## src/hdl/e2q_pkg.sv

```systemverilog
// Shared constants, widths and arctangent table for the Euler-to-quaternion block.
// No dependencies.
package e2q_pkg;
    localparam int ANG_FRAC      = 30;
    localparam int TABLE_LEN     = 32;
    localparam int Z_W           = 34;
    localparam int XY_W          = 34;
    localparam int CS_W          = 32;
    localparam int IN_W          = 16;
    localparam int OUT_W         = 16;
    localparam int DEF_CORDIC_STEPS  = 16;
    localparam int DEF_OUT_FRAC_BITS = 14;

    localparam logic signed [Z_W-1:0]  PI_Q30      = 34'sd3373259426;
    localparam logic signed [Z_W-1:0]  HALF_PI_Q30 = 34'sd1686629713;
    localparam logic signed [XY_W-1:0] GAIN_Q30    = 34'sd652032874;

    function automatic logic [31:0] atan_q30(input int idx);
        logic [31:0] v;
        case (idx)
            0:  v = 32'h3243F6A8;  1: v = 32'h1DAC6705;  2: v = 32'h0FADBAFC;
            3:  v = 32'h07F56EA6;  4: v = 32'h03FEAB76;  5: v = 32'h01FFD55B;
            6:  v = 32'h00FFFAAA;  7: v = 32'h007FFF55;  8: v = 32'h003FFFEA;
            9:  v = 32'h001FFFFD; 10: v = 32'h000FFFFF; 11: v = 32'h0007FFFF;
            12: v = 32'h0003FFFF; 13: v = 32'h0001FFFF; 14: v = 32'h0000FFFF;
            15: v = 32'h00007FFF; 16: v = 32'h00003FFF; 17: v = 32'h00001FFF;
            18: v = 32'h00000FFF; 19: v = 32'h000007FF; 20: v = 32'h000003FF;
            21: v = 32'h000001FF; 22: v = 32'h000000FF; 23: v = 32'h0000007F;
            24: v = 32'h0000003F; 25: v = 32'h0000001F; 26: v = 32'h0000000F;
            27: v = 32'h00000008; 28: v = 32'h00000004; 29: v = 32'h00000002;
            30: v = 32'h00000001;
            default: v = 32'h00000000;
        endcase
        return v;
    endfunction
endpackage

```

## src/hdl/e2q_cordic.sv

```systemverilog
// Half-angle range reduction and unrolled rotation CORDIC, one step per stage.
// Depends on e2q_pkg.
module e2q_cordic import e2q_pkg::*; #(
    parameter int CORDIC_STEPS = DEF_CORDIC_STEPS
) (
    input  logic                   i_clk,
    input  logic signed [IN_W-1:0] i_angle,
    output logic signed [CS_W-1:0] o_cos,
    output logic signed [CS_W-1:0] o_sin
);
    localparam int NS = (CORDIC_STEPS > TABLE_LEN) ? TABLE_LEN : CORDIC_STEPS;

    logic signed [XY_W-1:0] r_x   [NS+1];
    logic signed [XY_W-1:0] r_y   [NS+1];
    logic signed [Z_W-1:0]  r_z   [NS+1];
    logic                   r_neg [NS+1];

    logic signed [Z_W-1:0] n_z;
    logic                  n_neg;
    logic signed [Z_W-1:0] z_in;

    always_comb begin
        z_in = Z_W'(i_angle) <<< 17;
        n_z = z_in;
        n_neg = 1'b0;
        if (z_in > HALF_PI_Q30) begin
            n_z = z_in - PI_Q30;
            n_neg = 1'b1;
        end else if (z_in < -HALF_PI_Q30) begin
            n_z = z_in + PI_Q30;
            n_neg = 1'b1;
        end
    end

    always_ff @(posedge i_clk) begin
        r_x[0]   <= GAIN_Q30;
        r_y[0]   <= '0;
        r_z[0]   <= n_z;
        r_neg[0] <= n_neg;
    end

    for (genvar k = 0; k < NS; k++) begin : g_step
        logic signed [XY_W-1:0] dx, dy;
        logic signed [Z_W-1:0]  at;
        assign dx = r_y[k] >>> k;
        assign dy = r_x[k] >>> k;
        assign at = $signed({{(Z_W-32){1'b0}}, atan_q30(k)});
        always_ff @(posedge i_clk) begin
            if (!r_z[k][Z_W-1]) begin
                r_x[k+1] <= r_x[k] - dx;
                r_y[k+1] <= r_y[k] + dy;
                r_z[k+1] <= r_z[k] - at;
            end else begin
                r_x[k+1] <= r_x[k] + dx;
                r_y[k+1] <= r_y[k] - dy;
                r_z[k+1] <= r_z[k] + at;
            end
            r_neg[k+1] <= r_neg[k];
        end
    end

    assign o_cos = r_neg[NS] ? CS_W'(-r_x[NS]) : CS_W'(r_x[NS]);
    assign o_sin = r_neg[NS] ? CS_W'(-r_y[NS]) : CS_W'(r_y[NS]);
endmodule

```

## config.mk

```make
export PLATFORM = sky130hd
export DESIGN_NAME = e2q_cordic
export DESIGN_NICKNAME = d
export VERILOG_FILES = /design/src/hdl/e2q_pkg.sv /design/src/hdl/e2q_cordic.sv
export SDC_FILE = /design/constraint.sdc
export NUM_CORES = 2
export LEC_CHECK = 0
export BUFFER_PORTS_ARGS = -buffer_cell sky130_fd_sc_hd__buf_4
export CAP_MARGIN = 15
export CORE_MARGIN = 4
export CORE_UTILIZATION = 45
export CTS_BUF_LIST = sky130_fd_sc_hd__clkbuf_8
export DETAILED_ROUTE_END_ITERATION = 10
export PLACE_DENSITY_LB_ADDON = 0.08
export SYNTH_ARGS = -nofsm -noshare
export SYNTH_HDL_FRONTEND = slang
export SYNTH_SLANG_ARGS = --single-unit
```

## constraint.sdc

```tcl
create_clock -name i_clk -period 6.55 [get_ports i_clk]
set_clock_uncertainty 0.1 [all_clocks]
set_input_delay 1.31 -clock i_clk [delete_from_list [all_inputs] [get_ports i_clk]]
set_output_delay 1.31 -clock i_clk [all_outputs]
set_load 0.05 [all_outputs]
```

* Yosys cells after proc, flatten, opt, wreduce, memory -nomap -nowiden *
Memories as Yosys holds them, arrays and structs flattened.
Index checks and enable logic that the tools add are counted.
Widths: inputs -> output; s select.

word-level totals
  flip-flop bits (word level) = 0
  input port bits = 17
  word-level logic and storage cells = 239
  memory bits (writable) = 1751
  output and inout bits = 64
  memories = 4

memory list
  memory  depth  width  rd ports  clocked after Yosys merged registers in  write ports  RTL line          RTL
  r_x     17     34     17        0                                        17           e2q_cordic.sv:13  logic signed [XY_W-1:0] r_x [NS+1];
  r_y     17     34     17        0                                        17           e2q_cordic.sv:14  logic signed [XY_W-1:0] r_y [NS+1];
  r_z     17     34     16        0                                        17           e2q_cordic.sv:15  logic signed [Z_W-1:0] r_z [NS+1];
  r_neg   17     1      17        0                                        17           e2q_cordic.sv:16  logic r_neg [NS+1];

cells by class
  order comparisons = 2
  bitwise logic cells = 48
  multiplexer cells = 86
  $add $sub $neg = 99

operators with widths
  operator          number
  $mux 34           50
  $add 34x19->34    2
  $add 34x20->34    2
  $add 34x21->34    2
  $add 34x22->34    2
  $add 34x23->34    2
  $add 34x24->34    2
  $add 34x25->34    2
  $add 34x26->34    2
  $add 34x27->34    2
  $add 34x28->34    2
  $add 34x29->34    2
  $add 34x30->34    2
  $add 34x31->34    2
  $add 34x32->34    2
  $add 34x33->34    2
  $sub 34x19->34    2
  $sub 34x20->34    2
  $sub 34x21->34    2
  $sub 34x22->34    2
  $sub 34x23->34    2
  $sub 34x24->34    2
  $sub 34x25->34    2
  $sub 34x26->34    2
  49 further kinds  139

* Logic depth before layout (Yosys ltp) *
  word-level depth = 3
  mapped depth = 22
  gate-level depth less buffers = 22

* Worst setup path after synthesis *
Ideal clock, no wire load.

  kind = register to register
  start = memory r_y[8][16]
  end = memory r_x[9][33]
  clock period less this slack = 4.817 ns
  setup time = 0.072 ns
  cell stages (with the launch flop) = 22
  data arrival time = 4.645 ns
  path slack = 1.733 ns
  required time = 6.378 ns
  buffers on the path = 0
  cell sequence = dfxtp_1 -> or3_1 -> nor3_1 -> nand2_1 -> or3_1 -> inv_1 -> nand2_1 -> nor3_1 -> nor2_1 -> xnor2_1 -> ha_1 -> a21o_1 -> a21o_1 -> a21oi_1 -> and4_1 -> a21oi_1 -> o41ai_1 -> o21ai_1 -> a41o_1 -> a221o_1 -> a21oi_1 -> xnor2_1

RTL lines
  item         RTL line
  from (decl)  e2q_cordic.sv:14
  to (decl)    e2q_cordic.sv:13

==> flow_results.xml <==
<?xml version="1.0" encoding="UTF-8"?>
<metrics>
  <group name="cts">
    <metric name="cts_inserted_buffers" unit="">289</metric>
    <metric name="worst_skew_pair.late_latency" unit="ps">1020</metric>
    <metric name="cts_hold_buf" unit="">0</metric>
    <metric name="clock-root-buffer" unit="">sky130_fd_sc_hd__clkbuf_8</metric>
    <metric name="post-cts-setup-buffer-count" unit="">0</metric>
    <metric name="cts_num_sinks" unit="">1486</metric>
    <metric name="cts_max_path_buffers" unit="">4</metric>
    <metric name="clock_tree.htree_level_count" unit="">5</metric>
    <metric name="clkTransAtPathRegs" unit="ps">60</metric>
    <metric name="resized_after_cts" unit="">0</metric>
    <metric name="cts_tree" unit="">done</metric>
  </group>
  <group name="timing">
    <metric name="setup_total_negative_slack" unit="ps">0</metric>
    <metric name="max_slew_margin" unit="%">23.7</metric>
    <metric name="final.min_clock_period" unit="ps">5910</metric>
    <metric name="setup_violations" unit="">0</metric>
    <metric name="finalCritPeriodShare" unit="%">90.2</metric>
    <metric name="max_slew.worst_pin.slew" unit="ps">1120</metric>
    <metric name="finalHoldViolCount" unit="">0</metric>
    <metric name="rsz0062_at_grt" unit="">false</metric>
    <metric name="clock.fmax" unit="GHz">0.169</metric>
    <metric name="maxSlewViolCount" unit="">0</metric>
  </group>
  <group name="min_path">
    <metric name="timing.hold.worst.start" unit="">r_neg[0][11]$_DFF_P_</metric>
    <metric name="timing.hold.worst_endpoint" unit="">r_neg[0][12]$_DFF_P_</metric>
    <metric name="worst_hold_path_type" unit="">reg -&gt; reg</metric>
    <metric name="worstHoldPathCells" unit="">0</metric>
  </group>
  <group name="global_routing">
    <metric name="grt_usage" unit="%">23.2</metric>
    <metric name="overflow" unit="">0</metric>
    <metric name="grt_max_degree" unit="">83</metric>
    <metric name="grt_antenna_before_repair" unit="">6</metric>
    <metric name="via_count_of_the_first_global_routing_pass" unit="">91249</metric>
    <metric name="grt_first_pass_wirelength" unit="um">482000</metric>
  </group>
  <group name="place">
    <metric name="gp_congestion" unit="">0.913</metric>
    <metric name="place_inst" unit="">16119</metric>
    <metric name="place.port_buffers" unit="">80</metric>
    <metric name="hpwlAfterDp" unit="um">244000</metric>
    <metric name="detailed_place.area" unit="um2">115000</metric>
  </group>
  <group name="cells_and_area">
    <metric name="layout.cells.most_common_list" unit="">sky130_fd_sc_hd__a21oi_1 (1484), sky130_fd_sc_hd__dfxtp_1 (1471), sky130_fd_sc_hd__ha_1 (1426)</metric>
    <metric name="post_layout_net_count" unit="">14693</metric>
    <metric name="stdcell_area" unit="um2">121000</metric>
    <metric name="post_route_cells_drive_above_1_share" unit="%">5.66</metric>
    <metric name="post_layout_nonfiller_instances" unit="">16608</metric>
    <metric name="area_delta_synth_final" unit="%">9.42</metric>
    <metric name="mostFrequentLayoutCell" unit="">sky130_fd_sc_hd__a21oi_1</metric>
  </group>
  <group name="worst_setup_path">
    <metric name="biggest_fanout_along_the_worst_timing_path" unit="">5</metric>
    <metric name="cell_with_the_biggest_individual_delay_on_the_critical_path" unit="">sky130_fd_sc_hd__or4_1</metric>
    <metric name="worstSetupStartpointType" unit="">register</metric>
    <metric name="worst_ep_arrival_time" unit="ps">4500</metric>
    <metric name="critPathMaxStageDelay" unit="ps">550</metric>
    <metric name="critical_path.reg2reg.startpoint" unit="">r_y[8][16]$_DFF_P_</metric>
    <metric name="critPathKind" unit="">reg -&gt; out</metric>
    <metric name="worstPathRequired" unit="ps">5140</metric>
    <metric name="rr_worst_depth" unit="">21</metric>
    <metric name="r2r_slack" unit="ps">970</metric>
    <metric name="end_kind" unit="">output pin</metric>
    <metric name="crit_chain" unit="">or4_1 -&gt; or2_1 -&gt; or3_4 -&gt; or4_4 -&gt; or3_4 -&gt; or4_4 -&gt; o41ai_2 -&gt; xnor2_1 -&gt; buf_4</metric>
    <metric name="reg2reg_to" unit="">r_x[9][33]$_DFF_P_</metric>
  </group>
  <group name="synthesis">
    <metric name="synth.avg_cell_area" unit="um2">8.50</metric>
    <metric name="synth_area" unit="um2">110000</metric>
    <metric name="total_number_of_yosys_warnings" unit="">0</metric>
    <metric name="number_of_storage_elements_in_the_synthesis_netlist" unit="">1486</metric>
    <metric name="ys_seq_area_share" unit="%">27.0</metric>
    <metric name="syn_inst" unit="">12957</metric>
    <metric name="dominantRegCellSynth" unit="">sky130_fd_sc_hd__dfxtp_1</metric>
    <metric name="synth_enable_flop_cells" unit="">0</metric>
    <metric name="post_synth_net_total" unit="">14442</metric>
    <metric name="yosysUniqueCellTypes" unit="">88</metric>
    <metric name="synth-async-reset-ratio" unit="%">0</metric>
  </group>
  <group name="floorplan">
    <metric name="start_util" unit="%">45.2</metric>
    <metric name="die_w" unit="um">503</metric>
    <metric name="core_area" unit="um2">243000</metric>
    <metric name="die_area" unit="um2">253000</metric>
    <metric name="core.rowCount" unit="">181</metric>
    <metric name="fp.dieH" unit="um">503</metric>
    <metric name="top_level_ports" unit="">81</metric>
  </group>
  <group name="run_status">
    <metric name="outcome" unit="">finished clean</metric>
  </group>
  <group name="routing">
    <metric name="vias" unit="">93058</metric>
    <metric name="drt_first_pass_iters" unit="">5</metric>
    <metric name="wl_per_cell" unit="um">18.2</metric>
    <metric name="detail_route.iter0.violations" unit="">5588</metric>
    <metric name="drt-total-wl" unit="um">302000</metric>
    <metric name="residual_drc_count" unit="">0</metric>
    <metric name="avgViaCountPerCell" unit="">5.60</metric>
    <metric name="antenna_left" unit="">0</metric>
  </group>
  <group name="job">
    <metric name="timing.max_cap.violations" unit="">0</metric>
  </group>
</metrics>
## stage by stage
step | hold WS [ps] | util (%) | setup slack [ps]
3_5_place_dp | 212 | 47.0 | 1110
5_1_grt | 229 | 49.5 | 423
6_report | 221 | 49.5 | 639
4_1_cts | 223 | 49.5 | 511
2_1_floorplan | 210 | - | 1730
3_3_place_gp | 210 | 47.0 | 985
## layer usage
layer	up-vias	global-route usage (%)	wire [um]
met5	-	0	0
li1	47236	-	-
met1	43471	29.3	137000
met3	544	2.51	10800
met2	1807	40.9	144000
met4	0	7.80	9820
## layout make-up
class,instances,area (um2)
clock inverters,112,892
fillers,23376,123000
clock buffers,370,5090
repair buffers,136,1020
diodes,7,17.5
inverters,588,2210
well taps,3202,4010
flip-flops and latches,1486,29800
multi-input cells,10707,77500
## logic make-up after synthesis
| family | after synthesis | synth area share [%] |
|---|---|---|
| simple gates | 3214 | 14.1 |
| compound gates | 3985 | 22.9 |
| flops | 1486 | 27.0 |
| mux | 110 | 1.06 |
| fa+ha+maj | 1468 | 17.0 |
| xor+xnor | 1930 | 15.3 |
| buf+inv | 764 | 2.61 |
## state kept, by name, summed over array words and instances, names as in the netlist
name / flops
r_y: 509
r_z: 479
r_x: 482
r_neg: 16
## cells in the mapped netlist, types with 24 or more instances
cell,n,area [um2]
sky130_fd_sc_hd__nor3_1,323,1620
sky130_fd_sc_hd__o21a_1,212,1590
sky130_fd_sc_hd__or4_1,32,240
sky130_fd_sc_hd__mux2i_1,58,581
sky130_fd_sc_hd__or3_1,103,644
sky130_fd_sc_hd__clkbuf_1,148,556
sky130_fd_sc_hd__a31oi_1,146,913
sky130_fd_sc_hd__a221oi_1,26,228
sky130_fd_sc_hd__a21o_1,641,4810
sky130_fd_sc_hd__o21bai_1,185,1390
sky130_fd_sc_hd__inv_1,583,2190
sky130_fd_sc_hd__nand3_1,207,1040
sky130_fd_sc_hd__a41oi_1,27,236
sky130_fd_sc_hd__o31ai_1,80,601
sky130_fd_sc_hd__o41ai_1,39,342
sky130_fd_sc_hd__nor2_1,1088,4080
sky130_fd_sc_hd__nand2_1,584,2190
sky130_fd_sc_hd__fa_1,42,841
sky130_fd_sc_hd__a31o_2,31,272
sky130_fd_sc_hd__o21ai_0,597,2990
sky130_fd_sc_hd__o211ai_1,53,398
sky130_fd_sc_hd__nor2b_1,165,1030
sky130_fd_sc_hd__ha_1,1426,17800
sky130_fd_sc_hd__and4_1,27,236
sky130_fd_sc_hd__nand4_1,91,569
sky130_fd_sc_hd__nor3b_1,36,270
sky130_fd_sc_hd__o22ai_1,29,181
sky130_fd_sc_hd__or2_2,57,357
sky130_fd_sc_hd__and2_1,75,469
sky130_fd_sc_hd__buf_1,26,97.6
sky130_fd_sc_hd__dfxtp_1,1486,29700
sky130_fd_sc_hd__mux2_2,52,586
sky130_fd_sc_hd__a21boi_0,41,308
sky130_fd_sc_hd__nand2b_1,184,1150
sky130_fd_sc_hd__o31a_1,38,333
sky130_fd_sc_hd__a211oi_1,97,728
sky130_fd_sc_hd__nor4_1,73,457
sky130_fd_sc_hd__a21oi_1,1484,7430
sky130_fd_sc_hd__nand3b_1,24,180
sky130_fd_sc_hd__and3_1,104,651
sky130_fd_sc_hd__a211o_1,33,289
sky130_fd_sc_hd__xnor2_1,1301,11400
sky130_fd_sc_hd__xor2_1,629,5510
## worst max-delay path, delay by kind of cell (launching register included)
kind	cells	cell delay, ps
AND/OR/NAND/NOR	6	2490
AO/OA/AOI/OAI	1	280
XOR/XNOR	1	160
buffers and inverters	1	220
flip-flops	1	340
## worst max path at each step
| stage | from | endpoint | slack [ps] |
|---|---|---|---|
| after detailed placement | r_y[8][16]$_DFF_P_ | r_x[9][33]$_DFF_P_ | 1110 |
| after global placement | r_y[8][16]$_DFF_P_ | r_x[9][33]$_DFF_P_ | 990 |
| after CTS | r_y[16][4]$_DFF_P_ | o_sin[29] | 510 |
| after floorplan | r_y[8][16]$_DFF_P_ | r_x[9][33]$_DFF_P_ | 1730 |
| after global routing | r_y[16][0]$_DFF_P_ | o_sin[29] | 420 |
| final | r_y[16][4]$_DFF_P_ | o_sin[29] | 640 |
Power is left out: the tool's default activity adds up to more than one toggle a clock period on the data nets, which glitch-free logic cannot reach.
